### src/hdl/pre_pkg.sv
// Shared types and constants for the polyline ribbon extrusion block
`timescale 1ns / 1ps

package pre_pkg;

    localparam logic signed [15:0] ONE_Q14        = 16'sd16384;
    localparam logic signed [32:0] NEAR_LIM       = 33'sd256;
    localparam logic [15:0]        LINE_WIDTH_RST = 16'd2560;
    localparam logic [0:0]         IDX_LINE_WIDTH = 1'b0;
    localparam logic [2:0]         CROSS_LAST     = 3'd5;
    localparam logic [2:0]         OFF_LAST       = 3'd2;
    localparam logic [2:0]         EMIT_PAIR_LAST = 3'd1;
    localparam logic [2:0]         EMIT_QUAD_LAST = 3'd3;

    typedef struct packed {
        logic signed [31:0] point_x;
        logic signed [31:0] point_y;
        logic signed [31:0] point_z;
        logic               end_of_path;
    } t_in_item;

    typedef struct packed {
        logic signed [31:0] vertex_x;
        logic signed [31:0] vertex_y;
        logic signed [31:0] vertex_z;
        logic               tex_u;
        logic               tex_v;
        logic               last_vertex;
    } t_out_item;

    typedef struct packed {
        logic signed [31:0] x;
        logic signed [31:0] y;
        logic signed [31:0] z;
    } t_point;

    typedef struct packed {
        logic signed [15:0] x;
        logic signed [15:0] y;
        logic signed [15:0] z;
    } t_uvec;

    typedef struct packed {
        logic signed [33:0] x;
        logic signed [33:0] y;
        logic signed [33:0] z;
    } t_nvec;

    typedef enum logic [1:0] {
        NSEL_H_NEXT,
        NSEL_H_SCAN,
        NSEL_D,
        NSEL_C
    } t_nsel;

    typedef struct packed {
        logic       mem_wr;
        logic       lat_pi;
        logic       lat_pn;
        logic       up_vert;
        logic       up_norm;
        logic       up_neg;
        logic       dir_norm;
        logic       side_norm;
        logic       side_clr;
        logic       norm_start;
        t_nsel      norm_sel;
        logic       cross_en;
        logic [2:0] cross_idx;
        logic       off_en;
        logic [1:0] off_idx;
        logic       emit;
        logic       emit_right;
        logic       emit_v;
        logic       emit_last;
    } t_cmd;

    typedef struct packed {
        logic dz_zero;
        logic dz_pos;
        logic near_next;
        logic near_scan;
        logic norm_done;
        logic out_free;
    } t_stat;

endpackage

### src/hdl/pre_ctrl.sv
// Controller: path loading and the per-point sequence of the extrusion pass
`timescale 1ns / 1ps

module pre_ctrl import pre_pkg::*; #(
    parameter int MAX_POINTS = 16,
    localparam int AW = $clog2(MAX_POINTS),
    localparam int CW = $clog2(MAX_POINTS + 1)
) (
    input  logic          i_clk,
    input  logic          i_rst_n,
    input  logic          i_in_valid,
    input  logic          i_end_of_path,
    output logic          o_in_ready,
    input  t_stat         i_stat,
    output t_cmd          o_cmd,
    output logic [AW-1:0] o_mem_waddr,
    output logic [AW-1:0] o_mem_raddr
);

    typedef enum logic [13:0] {
        S_LOAD    = 14'b00000000000001,
        S_RD_I    = 14'b00000000000010,
        S_LAT_I   = 14'b00000000000100,
        S_LAT_N   = 14'b00000000001000,
        S_CLASS   = 14'b00000000010000,
        S_SCAN    = 14'b00000000100000,
        S_NORM_UP = 14'b00000001000000,
        S_GO_D    = 14'b00000010000000,
        S_NORM_D  = 14'b00000100000000,
        S_CROSS   = 14'b00001000000000,
        S_GO_C    = 14'b00010000000000,
        S_NORM_C  = 14'b00100000000000,
        S_OFF     = 14'b01000000000000,
        S_EMIT    = 14'b10000000000000
    } t_state;

    t_state        r_state, n_state;
    logic [CW-1:0] r_cnt, n_cnt;
    logic [AW-1:0] r_i, n_i;
    logic [AW-1:0] r_j, n_j;
    logic [2:0]    r_k, n_k;
    logic          r_neg, n_neg;

    logic [CW-1:0] cnt_p1, i_p1, j_p1;
    logic          seg, first, full;
    logic [2:0]    emit_last_k;

    always_comb begin
        cnt_p1      = r_cnt + CW'(1);
        i_p1        = CW'(r_i) + CW'(1);
        j_p1        = CW'(r_j) + CW'(1);
        seg         = i_p1 < r_cnt;
        first       = (r_i == '0);
        full        = (cnt_p1 == CW'(MAX_POINTS));
        emit_last_k = (!first && seg) ? EMIT_QUAD_LAST : EMIT_PAIR_LAST;
    end

    always_comb begin
        n_state     = r_state;
        n_cnt       = r_cnt;
        n_i         = r_i;
        n_j         = r_j;
        n_k         = r_k;
        n_neg       = r_neg;
        o_cmd       = '0;
        o_cmd.norm_sel = NSEL_D;
        o_in_ready  = 1'b0;
        o_mem_waddr = r_cnt[AW-1:0];
        o_mem_raddr = r_i;
        unique case (r_state)
            S_LOAD: begin
                o_in_ready = 1'b1;
                if (i_in_valid) begin
                    o_cmd.mem_wr = 1'b1;
                    n_cnt        = cnt_p1;
                    if (i_end_of_path || full) begin
                        n_i            = '0;
                        o_cmd.side_clr = 1'b1;
                        n_state        = S_RD_I;
                    end
                end
            end
            S_RD_I: n_state = S_LAT_I;
            S_LAT_I: begin
                o_cmd.lat_pi = 1'b1;
                if (seg) begin
                    o_mem_raddr = i_p1[AW-1:0];
                    n_state     = S_LAT_N;
                end else begin
                    n_k     = '0;
                    n_state = S_OFF;
                end
            end
            S_LAT_N: begin
                o_cmd.lat_pn = 1'b1;
                n_state      = S_CLASS;
            end
            S_CLASS: begin
                if (i_stat.dz_zero) begin
                    o_cmd.up_vert = 1'b1;
                    n_state       = S_GO_D;
                end else if (!i_stat.near_next) begin
                    o_cmd.norm_start = 1'b1;
                    o_cmd.norm_sel   = NSEL_H_NEXT;
                    n_neg            = i_stat.dz_pos;
                    n_state          = S_NORM_UP;
                end else begin
                    o_mem_raddr = i_p1[AW-1:0];
                    n_j         = i_p1[AW-1:0];
                    n_state     = S_SCAN;
                end
            end
            S_SCAN: begin
                if (!i_stat.near_scan) begin
                    o_cmd.norm_start = 1'b1;
                    o_cmd.norm_sel   = NSEL_H_SCAN;
                    n_neg            = 1'b1;
                    n_state          = S_NORM_UP;
                end else if (j_p1 < r_cnt) begin
                    o_mem_raddr = j_p1[AW-1:0];
                    n_j         = j_p1[AW-1:0];
                end else begin
                    n_k     = '0;
                    n_state = S_OFF;
                end
            end
            S_NORM_UP: begin
                if (i_stat.norm_done) begin
                    o_cmd.up_norm = 1'b1;
                    o_cmd.up_neg  = r_neg;
                    n_state       = S_GO_D;
                end
            end
            S_GO_D: begin
                o_cmd.norm_start = 1'b1;
                n_state          = S_NORM_D;
            end
            S_NORM_D: begin
                if (i_stat.norm_done) begin
                    o_cmd.dir_norm = 1'b1;
                    n_k            = '0;
                    n_state        = S_CROSS;
                end
            end
            S_CROSS: begin
                o_cmd.cross_en  = 1'b1;
                o_cmd.cross_idx = r_k;
                if (r_k == CROSS_LAST) begin
                    n_state = S_GO_C;
                end else begin
                    n_k = r_k + 3'd1;
                end
            end
            S_GO_C: begin
                o_cmd.norm_start = 1'b1;
                o_cmd.norm_sel   = NSEL_C;
                n_state          = S_NORM_C;
            end
            S_NORM_C: begin
                o_cmd.norm_sel = NSEL_C;
                if (i_stat.norm_done) begin
                    o_cmd.side_norm = 1'b1;
                    n_k             = '0;
                    n_state         = S_OFF;
                end
            end
            S_OFF: begin
                o_cmd.off_en  = 1'b1;
                o_cmd.off_idx = r_k[1:0];
                if (r_k == OFF_LAST) begin
                    n_k     = '0;
                    n_state = S_EMIT;
                end else begin
                    n_k = r_k + 3'd1;
                end
            end
            S_EMIT: begin
                if (i_stat.out_free) begin
                    o_cmd.emit       = 1'b1;
                    o_cmd.emit_right = !r_k[0];
                    o_cmd.emit_v     = !seg || (!first && !r_k[1]);
                    o_cmd.emit_last  = !seg && (r_k == EMIT_PAIR_LAST);
                    if (r_k == emit_last_k) begin
                        if (!seg) begin
                            n_cnt   = '0;
                            n_state = S_LOAD;
                        end else begin
                            n_i     = i_p1[AW-1:0];
                            n_state = S_RD_I;
                        end
                    end else begin
                        n_k = r_k + 3'd1;
                    end
                end
            end
            default: n_state = S_LOAD;
        endcase
    end

    always_ff @(posedge i_clk) begin
        if (!i_rst_n) begin
            r_state <= S_LOAD;
            r_cnt   <= '0;
            r_i     <= '0;
            r_j     <= '0;
            r_k     <= '0;
            r_neg   <= 1'b0;
        end else begin
            r_state <= n_state;
            r_cnt   <= n_cnt;
            r_i     <= n_i;
            r_j     <= n_j;
            r_k     <= n_k;
            r_neg   <= n_neg;
        end
    end

endmodule

### config.mk
export PLATFORM = sky130hd
export DESIGN_NAME = pre_ctrl
export DESIGN_NICKNAME = d
export VERILOG_FILES = /design/src/hdl/pre_pkg.sv /design/src/hdl/pre_ctrl.sv
export SDC_FILE = /design/constraint.sdc
export NUM_CORES = 1
export LEC_CHECK = 0
export CAP_MARGIN = 20
export CELL_PAD_IN_SITES_DETAIL_PLACEMENT = 1
export CELL_PAD_IN_SITES_GLOBAL_PLACEMENT = 1
export CORE_MARGIN = 1
export CORE_UTILIZATION = 25
export CTS_CLUSTER_SIZE = 12
export DETAILED_ROUTE_END_ITERATION = 8
export DONT_BUFFER_PORTS = 1
export GPL_ROUTABILITY_DRIVEN = 0
export PLACE_DENSITY = 0.48
export SLEW_MARGIN = 20
export SYNTH_ARGS = -nofsm -noshare
export SYNTH_HDL_FRONTEND = slang
export SYNTH_SLANG_ARGS = --single-unit
### constraint.sdc
create_clock -name i_clk -period 3 [get_ports i_clk]
set_input_delay 0.3 -clock i_clk [delete_from_list [all_inputs] [get_ports i_clk]]
set_output_delay 0.3 -clock i_clk [all_outputs]
set_load 0.05 [all_outputs]
# Yosys cells after proc, flatten, opt, wreduce, memory -nomap -nowiden
# Cells that the tools add are included.
# totals
in_bits,10
output_inout_bits,32
ram_bits,0
reg_bits,31
mem_count,0
mem_bits_ro,0
latch_bits,0
elab_cells,150
# classes
muxes,75
shift,0
bitwise_logic,0
magnitude_cmp,2
div_mod_pow,0
reduce_logical,22
n_addsub,4
eq_ne,41
multipliers,0
# op_table
operator,n
one-hot mux 14 bit (14 select lines),1
two-way mux 14 bit,12
two-way mux 4 bit,16
!= test 2 bit (second input constant),20
two-way mux 3 bit,12
two-way mux 5 bit,4
one-hot mux 3 bit (6 select lines),1
two-way mux 1 bit,16
one-hot mux 4 bit (2 select lines),2
AND reduction 5 bit,3
equality test 14 x 1 -> 1 bit (second input constant),1
equality test 14 x 10 -> 1 bit (second input constant),1
equality test 14 x 11 -> 1 bit (second input constant),1
equality test 14 x 12 -> 1 bit (second input constant),1
equality test 14 x 13 -> 1 bit (second input constant),1
equality test 14 bit (second input constant),1
equality test 14 x 2 -> 1 bit (second input constant),1
equality test 14 x 3 -> 1 bit (second input constant),1
equality test 14 x 4 -> 1 bit (second input constant),1
equality test 14 x 5 -> 1 bit (second input constant),1
equality test 14 x 6 -> 1 bit (second input constant),1
equality test 14 x 7 -> 1 bit (second input constant),1
equality test 14 x 8 -> 1 bit (second input constant),1
equality test 14 x 9 -> 1 bit (second input constant),1
29 further kinds,43

# Longest topological paths before layout
# Gate-level depths: netlist of the first run.
# depth
ltp_word,8
depth_mapped,11

# Least setup slack after synthesis of the first run
# OpenSTA, ideal clock, no wires.
# synth_timing
path_kind,reg2out
start,register r_i[0]
end,output port o_cmd[0] (netlist bit)
path_buffers,0
t_arrival_ns,3.240
stages_incl_launch_ff,8
slack_ns,-0.540
cell_sequence,dfxtp_1 inv_1 ha_1 ha_1 and4_1 a21oi_1 and2_0 nor4b_1
# synth_rtl
element,line_no,source
start: declaration,pre_ctrl.sv:39,"logic [AW-1:0] r_i, n_i;"
start signal: assignment,pre_ctrl.sv:211,r_i <= n_i;
end: declaration,pre_ctrl.sv:15,"output t_cmd o_cmd,"

# Worst setup path in the final report of the first run
# layout_timing
start,register r_j[1]
end,output port o_mem_raddr[1]
# layout_between
elab_chain_len,5
# layout_lines
element,line_no,source
start: declaration,pre_ctrl.sv:40,"logic [AW-1:0] r_j, n_j;"
start signal: assignment,pre_ctrl.sv:212,r_j <= n_j;
adder 4 x 1 -> 5 bit (*),pre_ctrl.sv:51,j_p1 = CW'(r_j) + CW'(1);
< comparator 5 bit,pre_ctrl.sv:119,end else if (j_p1 < r_cnt) begin
two-way mux 4 bit (*),pre_ctrl.sv:119,
two-way mux 4 bit (*),pre_ctrl.sv:114,if (!i_stat.near_scan) begin
one-hot mux 4 bit (3 select lines) (*),pre_ctrl.sv:70,unique case (r_state)
end: declaration,pre_ctrl.sv:17,output logic [AW-1:0] o_mem_raddr
# Mark *: on every way between the ends. The rest lies on a longest branch, timed or not.

==> results of run 1 <==
synth_stat cells (4+ instances only):
cell,number,area [um2]
a211oi_1,5,37.5
a21o_1,4,30.0
a21oi_1,24,120
a31oi_1,4,25.0
and2_1,4,25.0
and3_1,6,37.5
buf_4,5,37.5
clkbuf_1,4,15.0
dfxtp_1,31,621
ha_1,15,188
inv_1,21,78.8
nand2_1,18,67.6
nand2b_1,6,37.5
nand3_1,17,85.1
nand4_1,4,25.0
nand4b_1,4,35.0
nor2_1,41,154
nor2b_1,4,25.0
nor3_1,13,65.1
o211ai_1,6,45.0
o21a_1,5,37.5
o21ai_0,12,60.1
o22ai_1,4,25.0
xnor2_1,4,35.0
xor2_1,6,52.6
what timing repair did:
action                                  in CTS  in global routing
endpoints found under the setup margin       7                 13
pin swaps                                    6                 15
buffers inserted                            10                  6
gates resized for setup                     22                 32
cells by family (layout without fill, tap and decap cells):
kind of cell             count (synthesis)  after routing  synth area share [%]
AO/OA/AOI/OAI                           87             87                  22.9
XOR/XNOR                                10             10                  3.39
buffers and inverters                   38             98                  7.26
adder cells (fa/ha/maj)                 15             15                  7.26
flip-flops                              31             31                  24.0
AND/OR/NAND/NOR                        149            149                  33.1
multiplexers                             5              5                  2.03
layout by cell type, fill, tap and decap left out, drive strengths merged, types with 3 or more instances in the layout:
master  count
a211oi      5
a21o        4
a21oi      24
a22oi       3
a31oi       4
and2        5
and3        6
buf        68
clkbuf      8
dfxtp      31
ha         15
inv        21
mux2i       3
nand2      18
nand2b      6
nand3      17
nand4       4
nand4b      5
nor2       41
nor2b       4
nor3       14
nor3b       4
nor4        7
nor4b       3
o211ai      6
o21a        5
o21ai      15
o22ai       4
or2         5
or4         3
xnor2       4
xor2        6
registers in the layout, indices dropped and copies added, names as in the netlist:
signal / flops
r_state: 14
r_cnt: 5
r_i: 4
r_j: 4
r_k: 3
r_neg: 1
final timing paths:
path                              start        endpoint  depth (start not counted)
worst max-delay path             r_j[1]  o_mem_raddr[1]                         11
worst min-delay path            i_rst_n      r_state[0]                          1
worst max register to register   r_j[1]          r_j[3]                         15
worst min register to register    r_neg           r_neg                          2
worst max-delay path: cells and delay by family, from the launching register on:
kind            cells  cell delay (ns)
compound gates      5             1.14
xor+xnor            1             0.15
fa+ha+maj           2             0.48
buf+inv             2             0.25
flops               1             0.36
simple gates        1             0.11
stage by stage:
step	util, %	cell area [um2]	setup slack, ns	power, mW
after detailed placement	31.8	3160	-0.0570	0.742
after global placement	31.8	3160	0.0817	0.739
after floorplan	-	2610	0.102	0.646
after global routing	36.5	3620	-0.207	1.21
final	36.5	3620	-0.0788	1.15
after CTS	34.6	3430	-0.0155	1.15
per-layer routing:
layer  up-vias  GRT usage [%]  share of wire (%)
li1       1338              -                  -
met1      1349           22.0                 45
met2        39           30.8                 50
met3        16           3.21                2.6
met4         0           5.41                2.2
met5         -              0                  0
power breakdown:
group	switching, mW	leakage [nW]	internal (mW)	total [mW]
clock	0.177	0.0515	0.210	0.386
sequential	0.0145	0.254	0.420	0.434
combinational	0.211	1.15	0.115	0.326
total	0.402	1.45	0.745	1.15
area by class of cell:
type	instances	share of cell area, %
clock buffer	8	2.77
inverter	22	2.28
multi-input combinational	266	56.5
sequential	31	17.5
tap	133	4.60
timing repair buffer	68	16.3
==> summary.md, run 1 <==
| Metric | Value |
|---|---|
| Status | complete, but fails checks |
| Failing checks | setup timing |
| Hold Crit Class | primary input to register |
| Number of remaining DRC errors | 0 |
| Synth unique cells | 65 |
| Sum Neg Setup Slack | -0.0788 ns |
| Post-DP HPWL | 7240 um |
| CTS hold repair buffers | 0 |
| DP Cell Count | 506 |
| Vias | 2742 |
| Final min period | 3.08 ns |
| CTS tree | yes |
| Worst Clk Skew | 0.00508 ns |
| Worst VDD drop | 0.000186 V |
| Register area share after synthesis | 24.0% |
| Seq. cell area | 634 um2 |
| Clock sinks | 31 |
| First-pass GRT wire length | 15000 um |
| Number of synthesized flops with an enable pin | 0 |
| Period utilisation layout | 103% |
| Boundary pin count | 42 |
| Die Height | 104 um |
| Ys Warns | 0 |
| Syn Area/Cell | 7.71 um2 |
| Worst EP arrival | 2.78 ns |
| Number of routed nets with antenna violations | 0 |
| Share of layout cells above drive strength 1 | 34.2% |
| Critical path's largest stage delay | 0.36 ns |
| Final wirelength | 9710 um |
| Mapped Cells | 335 |
| Crit Path Category | register to primary output |
| Cell area power density | 317 nW/um2 |
| Num CTS Buffers | 5 |
| Vias in the first global route | 2804 |
| WP data required | 2.70 ns |
| Clock Root Buffer | clkbuf_8 |
| Relative slew slack | 70.2% |
| Largest buffer count on any clock path | 2 |
| Worst path cell trace | ha_4, xor2_2, ha_1, a21o_1, a31oi_2, o211ai_1, a22oi_2, nand2_2, a222oi_1, inv_1, buf_6 |
| Max Slew Vio Count | 0 |
| PnR worst setup slack | -0.0788 ns |
| Main synth FF type | dfxtp_1 |
| Clock transition at the registers of the reported paths | 0.07 ns |
| DRT iter0 DRCs | 43 |
| DR vias/cell | 5.19 |
| Diodes inserted | 0 |
| FP Rows | 36 |
| # nets final | 419 |
| Fmax | 0.325 GHz |
| Largest net degree at the start of global routing | 14 |
| Worst path slowest cell | dfxtp_4 |
| WL/cell | 18.4 um |
| CP Launch Type | register |
| Port bufs | 0 |
| Minimum hold slack | 0.113 ns |
| Final hold viol count | 0 |
| Worst-Skew Late Latency | 0.29 ns |
| # fillers | 1204 |
| Final Setup Violations | 1 |
| Fin cells | 528 |
| Layout area overhead | 40.0% |
| Mapped Nets | 360 |
| Die Span X | 104 um |
| Peak fanout along the critical path | 4 |
| Static Leak | 1.45 nW |
| Overall Global Routing Usage | 17.7% |
| FFs w/ async S/R, synth | 0% |
| Full die area | 10700 um2 |
| Grt ovf | 0 |
| Synth Register Bits | 31 |
| Antenna violations before repair | 0 |
| Pre-antenna DRT Iters | 6 |
| Flop2flop setup slack | 0.12 ns |
| Max cap viols | 0 |
| Cell Area, Synth | 2580 um2 |
| Core box area | 9910 um2 |
| Critical Path End Type | primary output |
| RSZ-0062 raised after global routing | true |
| H-tree depth | 2 |
| Initial Util | 26.1% |
| Area of the multi-input gates | 2040 um2 |
| Slew @ Worst Pin | 0.442 ns |
(Power assumes the default switching activity.)
==> run 2, diff against run 1 <==
PLACE_DENSITY = default   (was 0.48)
PLACE_DENSITY_LB_ADDON = 0.1   (was default)
==> run 2 against run 1 <==
Net effect: via count decreased by 1.9%; final cell count is 0.76% lower; the flow now finishes without violations; sequential power is essentially flat; maximum frequency rose by 3.3%; clock-buffer cell count is the same.
==> summary.md, run 2 (same netlist as run 1, synthesis figures left out) <==
| Metric | Value |
|---|---|
| Worst Clk Skew | 0.00651 ns (was 0.00508 ns) |
| Clock sinks | 31 (unchanged) |
| Full die area | 10700 um2 (unchanged) |
| Commonest non-fill, non-tap cells in the layout | buf_4 (56), nor2_1 (39), dfxtp_1 (27), a21oi_1 (22), inv_1 (20) (was buf_4 (59), nor2_1 (38), dfxtp_1 (26), inv_1 (21), a21oi_1 (21)) |
| Final min period | 2.98 ns (was 3.08 ns) |
| Post-DP HPWL | 7340 um (was 7240 um) |
| Final wirelength | 9420 um (was 9710 um) |
| Worst EP arrival | 2.68 ns (was 2.78 ns) |
| Static Leak | 1.41 nW (was 1.45 nW) |
| Post-route cell area | 3490 um2 (was 3620 um2) |
| Fmax | 0.336 GHz (was 0.325 GHz) |
| Crit Path Category | register to primary output (unchanged) |
| Die Span X | 104 um (unchanged) |
| Worst Reg-to-Reg Cells | 11 (was 15) |
| Worst Hold End | r_state[0] (unchanged) |
| CTS hold repair buffers | 0 (unchanged) |
| Antenna violations before repair | 0 (unchanged) |
| RSZ-0062 raised after global routing | true (unchanged) |
| Max Slew Vio Count | 0 (unchanged) |
| H-tree depth | 2 (unchanged) |
| DR vias/cell | 5.13 (was 5.19) |
| Die Height | 104 um (unchanged) |
| Top reg by flops | r_state (unchanged) |
| Number of flip-flops in the largest register | 14 (unchanged) |
| Vias | 2689 (was 2742) |
| Hold Crit Class | primary input to register (unchanged) |
| Pre-antenna DRT Iters | 4 (was 6) |
| FP Rows | 36 (unchanged) |
| Placed cell areas | 3170 um2 (was 3160 um2) |
| Port bufs | 0 (unchanged) |
| Worst VDD drop | 0.000192 V (was 0.000186 V) |
| Share of layout cells above drive strength 1 | 31.2% (was 34.2%) |
| Commonest non-fill, non-tap cell in the layout | buf_4 (unchanged) |
| Peak fanout along the critical path | 6 (was 4) |
| Critical R2R Launch | r_i[0] (was r_j[1]) |
| Status | finished clean (was complete, but fails checks) |
| Largest buffer count on any clock path | 2 (unchanged) |
| Boundary pin count | 42 (unchanged) |
| Cell area power density | 325 nW/um2 (was 317 nW/um2) |
| PnR worst setup slack | 0.0202 ns (was -0.0788 ns) |
| Num CTS Buffers | 5 (unchanged) |
| Core box area | 9910 um2 (unchanged) |
| Critical Path End Type | primary output (unchanged) |
| Final hold viol count | 0 (unchanged) |
| Worst-Skew Late Latency | 0.29 ns (about the same) |
| Vias in the first global route | 2796 (was 2804) |
| # nets final | 415 (was 419) |
| Minimum hold slack | 0.105 ns (was 0.113 ns) |
| Relative slew slack | 66.6% (was 70.2%) |
| Clock Root Buffer | clkbuf_8 (unchanged) |
| Largest regs | r_state: 14 flops, r_cnt: 5 flops (unchanged) |
| Critical path's largest stage delay | 0.40 ns (was 0.36 ns) |
| WP data required | 2.70 ns (about the same) |
| Hold path cells | 1 (unchanged) |
| Worst path cell trace | inv_2, ha_1, ha_1, and4_4, a21oi_2, a21oi_2, a31oi_2, nand2_2, a222oi_1, inv_1, buf_6 (was ha_4, xor2_2, ha_1, a21o_1, a31oi_2, o211ai_1, a22oi_2, nand2_2, a222oi_1, inv_1, buf_6) |
| Hold_sp | i_rst_n (unchanged) |
| First-pass GRT wire length | 15000 um (about the same) |
| Diodes inserted | 0 (unchanged) |
| WL/cell | 18.0 um (was 18.4 um) |
| Flop2flop setup slack | 0.13 ns (was 0.12 ns) |
| CP Launch Type | register (unchanged) |
| Period utilisation layout | 99.3% (was 103%) |
| Clock transition at the registers of the reported paths | 0.08 ns (was 0.07 ns) |
| Layout area overhead | 34.9% (was 40.0%) |
| # fillers | 1225 (was 1204) |
| Number of routed nets with antenna violations | 0 (unchanged) |
| Grt ovf | 0 (unchanged) |
| Overall Global Routing Usage | 17.7% (about the same) |
| Crit Reg-Reg Endpoint | r_state[2] (was r_j[3]) |
| Initial Util | 26.1% (unchanged) |
| Worst path slowest cell | dfxtp_4 (unchanged) |
| Final Setup Violations | 0 (was 1) |
| CTS tree | yes (unchanged) |
| Worst slack, placed | 0.0159 ns (was -0.0570 ns) |
| Number of remaining DRC errors | 0 (unchanged) |
| DRT iter0 DRCs | 94 (was 43) |
| Slew @ Worst Pin | 0.498 ns (was 0.442 ns) |
| Largest net degree at the start of global routing | 14 (unchanged) |
| Max cap viols | 0 (unchanged) |
-- run 2: layout make-up --
| type | count | area, um2 | share of cell area, % |
|---|---|---|---|
| inverter | 22 | 82.6 | 2.37 |
| clock buffer | 8 | 100 | 2.87 |
| multi-input combinational | 266 | 1950 | 56.0 |
| tap | 133 | 166 | 4.77 |
| sequential | 31 | 631 | 18.1 |
| timing repair buffer | 64 | 554 | 15.9 |
-- run 2: routing by layer --
layer,global-route usage [%],up-vias,share of wire (%)
met5,0,-,0
met1,22.3,1314,46
met4,4.69,0,1.5
li1,-,1336,-
met2,31.3,27,50
met3,2.39,12,2.0
-- run 2: worst max-delay path: cells and delay by family, from the launching register on --
kind,cells,cell delay [ns]
AOI/OAI and AO/OA,4,0.75
adders and majority gates,2,0.62
DFF,1,0.40
buffers and inverters,3,0.32
and+or+nand+nor,2,0.30
-- run 2: stage by stage --
| stage | std cells | TNS [ns] | utilization (%) | total power, mW |
|---|---|---|---|---|
| 2_1_floorplan | 335 | 0 | - | 0.646 |
| 3_3_place_gp | 508 | 0 | 32.0 | 0.742 |
| 3_5_place_dp | 508 | 0 | 32.0 | 0.743 |
| 4_1_cts | 518 | -0.0271 | 33.8 | 1.14 |
| 5_1_grt | 524 | -0.340 | 35.2 | 1.19 |
| 6_report | 524 | 0 | 35.2 | 1.13 |
-- run 2: where the power goes --
part | internal, mW | switching, mW | total (mW)
clock | 0.210 | 0.178 | 0.388
combinational | 0.106 | 0.202 | 0.308
sequential | 0.421 | 0.0168 | 0.437
-- run 2: repair_timing --
action	in CTS	in global routing
pin swaps	5	6
setup buffers	2	6
gates cloned	0	0
gates resized for setup	15	23
endpoints found under the setup margin	6	9
-- run 2: worst max path at each step --
stage / endpoint / from / slack [ns]
2_1_floorplan: o_mem_raddr[1] / r_j[0] / 0.10
3_3_place_gp: o_mem_raddr[1] / r_i[0] / 0.10
3_5_place_dp: o_mem_raddr[1] / r_i[0] / 0.02
4_1_cts: o_mem_raddr[1] / r_j[1] / -0.03
5_1_grt: o_mem_raddr[1] / r_j[1] / -0.13
6_report: o_mem_raddr[1] / r_i[0] / 0.02
==> run 3, diff against run 2 <==
PLACE_DENSITY = 0.5   (was default)
PLACE_DENSITY_LB_ADDON = default   (was 0.1)
==> run 3 against run 2 <==
Net effect: die area did not move; core utilization up 0.64 points; the flow now finishes with violations (setup timing); critical path type unchanged; largest cell class unchanged; global-route usage is 0.57 points higher.
==> summary.md, run 3 (same netlist as run 1, synthesis figures left out) <==
| Metric | Value |
|---|---|
| Status | complete, but fails checks (was finished clean) |
| Failing checks | setup timing |
| Share of layout cells above drive strength 1 | 32.3% (was 31.2%) |
| Die Height | 104 um (unchanged) |
| Worst Clk Skew | 0.00691 ns (was 0.00651 ns) |
| Seq. cell area | 631 um2 (unchanged) |
| Vias in the first global route | 2950 (was 2796) |
| DP Cell Count | 508 (unchanged) |
| Antenna violations before repair | 0 (unchanged) |
| Final Setup Violations | 1 (was 0) |
| Initial Util | 26.1% (unchanged) |
| Overall Global Routing Usage | 18.2% (was 17.7%) |
| Relative slew slack | 68.4% (was 66.6%) |
| Period utilisation layout | 100% (was 99.3%) |
| # nets final | 420 (was 415) |
| FP Rows | 36 (unchanged) |
| WL/cell | 17.9 um (was 18.0 um) |
| Diodes inserted | 0 (unchanged) |
| Fin cells | 529 (was 524) |
| WP data required | 2.70 ns (about the same) |
| Vias | 2731 (was 2689) |
| Number of remaining DRC errors | 0 (unchanged) |
| H-tree depth | 2 (unchanged) |
| Full die area | 10700 um2 (unchanged) |
| Clock transition at the registers of the reported paths | 0.07 ns (was 0.08 ns) |
| Post-DP HPWL | 7290 um (was 7340 um) |
| Cell area power density | 318 nW/um2 (was 325 nW/um2) |
| Port bufs | 0 (unchanged) |
| CTS tree | yes (unchanged) |
| Critical path's largest stage delay | 0.34 ns (was 0.40 ns) |
| Number of routed nets with antenna violations | 0 (unchanged) |
| Max Slew Vio Count | 0 (unchanged) |
| Num CTS Buffers | 5 (unchanged) |
| Hold Crit Class | primary input to register (unchanged) |
| Crit Path Category | register to primary output (unchanged) |
| Top reg by flops | r_state (unchanged) |
| Worst path slowest cell | dfxtp_2 (was dfxtp_4) |
| Pre-antenna DRT Iters | 4 (unchanged) |
| Placed cell areas | 3170 um2 (unchanged) |
| Final wirelength | 9450 um (was 9420 um) |
| Area of the multi-input gates | 1980 um2 (was 1950 um2) |
| Boundary pin count | 42 (unchanged) |
| Sum Neg Setup Slack | -0.00306 ns (was 0 ns) |
| # fillers | 1202 (was 1225) |
| Worst-Skew Late Latency | 0.29 ns (about the same) |
| Layout area overhead | 37.4% (was 34.9%) |
| Total power | 1.13 mW (about the same) |
| Worst EP arrival | 2.70 ns (was 2.68 ns) |
| Number of flip-flops in the largest register | 14 (unchanged) |
| RSZ-0062 raised after global routing | true (unchanged) |
| Final hold viol count | 0 (unchanged) |
| Final Util | 35.8% (was 35.2%) |
| First-pass GRT wire length | 15700 um (was 15000 um) |
| PnR worst setup slack | -0.00306 ns (was 0.0202 ns) |
| Largest regs | r_state: 14 flops, r_cnt: 5 flops (unchanged) |
| Max cap viols | 0 (unchanged) |
| Die Span X | 104 um (unchanged) |
| DRT iter0 DRCs | 71 (was 94) |
| Worst path cell trace | ha_4, xor2_2, ha_1, a21o_1, a31oi_2, o211ai_1, a22oi_2, nand2_2, a222oi_1, inv_1, buf_6 (was inv_2, ha_1, ha_1, and4_4, a21oi_2, a21oi_2, a31oi_2, nand2_2, a222oi_1, inv_1, buf_6) |
| Peak fanout along the critical path | 4 (was 6) |
| CP Launch Type | register (unchanged) |
| Post-route cell area | 3550 um2 (was 3490 um2) |
| Commonest non-fill, non-tap cells in the layout | buf_4 (61), nor2_1 (40), dfxtp_1 (27), a21oi_1 (21), inv_1 (20) (was buf_4 (56), nor2_1 (39), dfxtp_1 (27), a21oi_1 (22), inv_1 (20)) |
| Largest buffer count on any clock path | 2 (unchanged) |
| Largest net degree at the start of global routing | 17 (was 14) |
| Static Leak | 1.44 nW (was 1.41 nW) |
| DR vias/cell | 5.16 (was 5.13) |
| Critical Path End Type | primary output (unchanged) |
| Clock sinks | 31 (unchanged) |
| Grt ovf | 0 (unchanged) |
| Slew @ Worst Pin | 0.470 ns (was 0.498 ns) |
| Clock Root Buffer | clkbuf_8 (unchanged) |
| Fmax | 0.333 GHz (was 0.336 GHz) |
| Final min period | 3.00 ns (was 2.98 ns) |
| Commonest non-fill, non-tap cell in the layout | buf_4 (unchanged) |
| Worst VDD drop | 0.000208 V (was 0.000192 V) |
| Core box area | 9910 um2 (unchanged) |
run 3: area by class of cell:
type                            instances  area share [%]
Tap cell                              133            4.69
Timing Repair Buffer                   69            16.7
Sequential cell                        31            17.8
Inverter                               22            2.33
Clock buffer                            8            2.82
Multi-Input combinational cell        266            55.7
run 3: critical path: cells and delay by family, from the launching register on:
kind	cells	cell delay (ns)
adders and majority gates	2	0.48
AOI/OAI and AO/OA	5	1.10
DFF	1	0.34
and+or+nand+nor	1	0.11
buffers and inverters	2	0.25
xor gates and xnor gates	1	0.15
run 3: per-layer routing:
| metal | GRT usage (%) | up-vias | routed length, um |
|---|---|---|---|
| met5 | 0 | - | 0 |
| met4 | 5.61 | 0 | 172 |
| met3 | 2.45 | 15 | 289 |
| met2 | 32.5 | 51 | 4740 |
| met1 | 22.6 | 1323 | 4250 |
| li1 | - | 1342 | - |
run 3: power breakdown:
group / internal [mW] / switching (mW) / leakage [nW]
registers: 0.421 / 0.0199 / 0.253
clock network: 0.210 / 0.169 / 0.0515
logic: 0.109 / 0.201 / 1.14
run 3: final timing paths:
path           start        endpoint  slack, ns  cells past startpoint
max           r_j[0]  o_mem_raddr[1]     -0.003                     11
min          i_rst_n      r_state[0]       0.12                      1
max reg2reg   r_j[0]          r_j[3]       0.09                     16
min reg2reg    r_neg           r_neg       0.49                      2
run 3: what timing repair did:
action / 4_1_cts / 5_1_grt
setup buffers: 11 / 4
pin swaps: 4 / 9
hold buffers: 0 / 0
endpoints found under the setup margin: 7 / 12
gates resized for setup: 19 / 22
run 3: metrics by stage:
step | hold slack (ns) | worst slack, ns
2_1_floorplan | 0.400 | 0.102
3_3_place_gp | 0.409 | 0.118
3_5_place_dp | 0.408 | 0.0218
4_1_cts | 0.108 | 0.00390
5_1_grt | 0.111 | -0.181
6_report | 0.116 | -0.00306
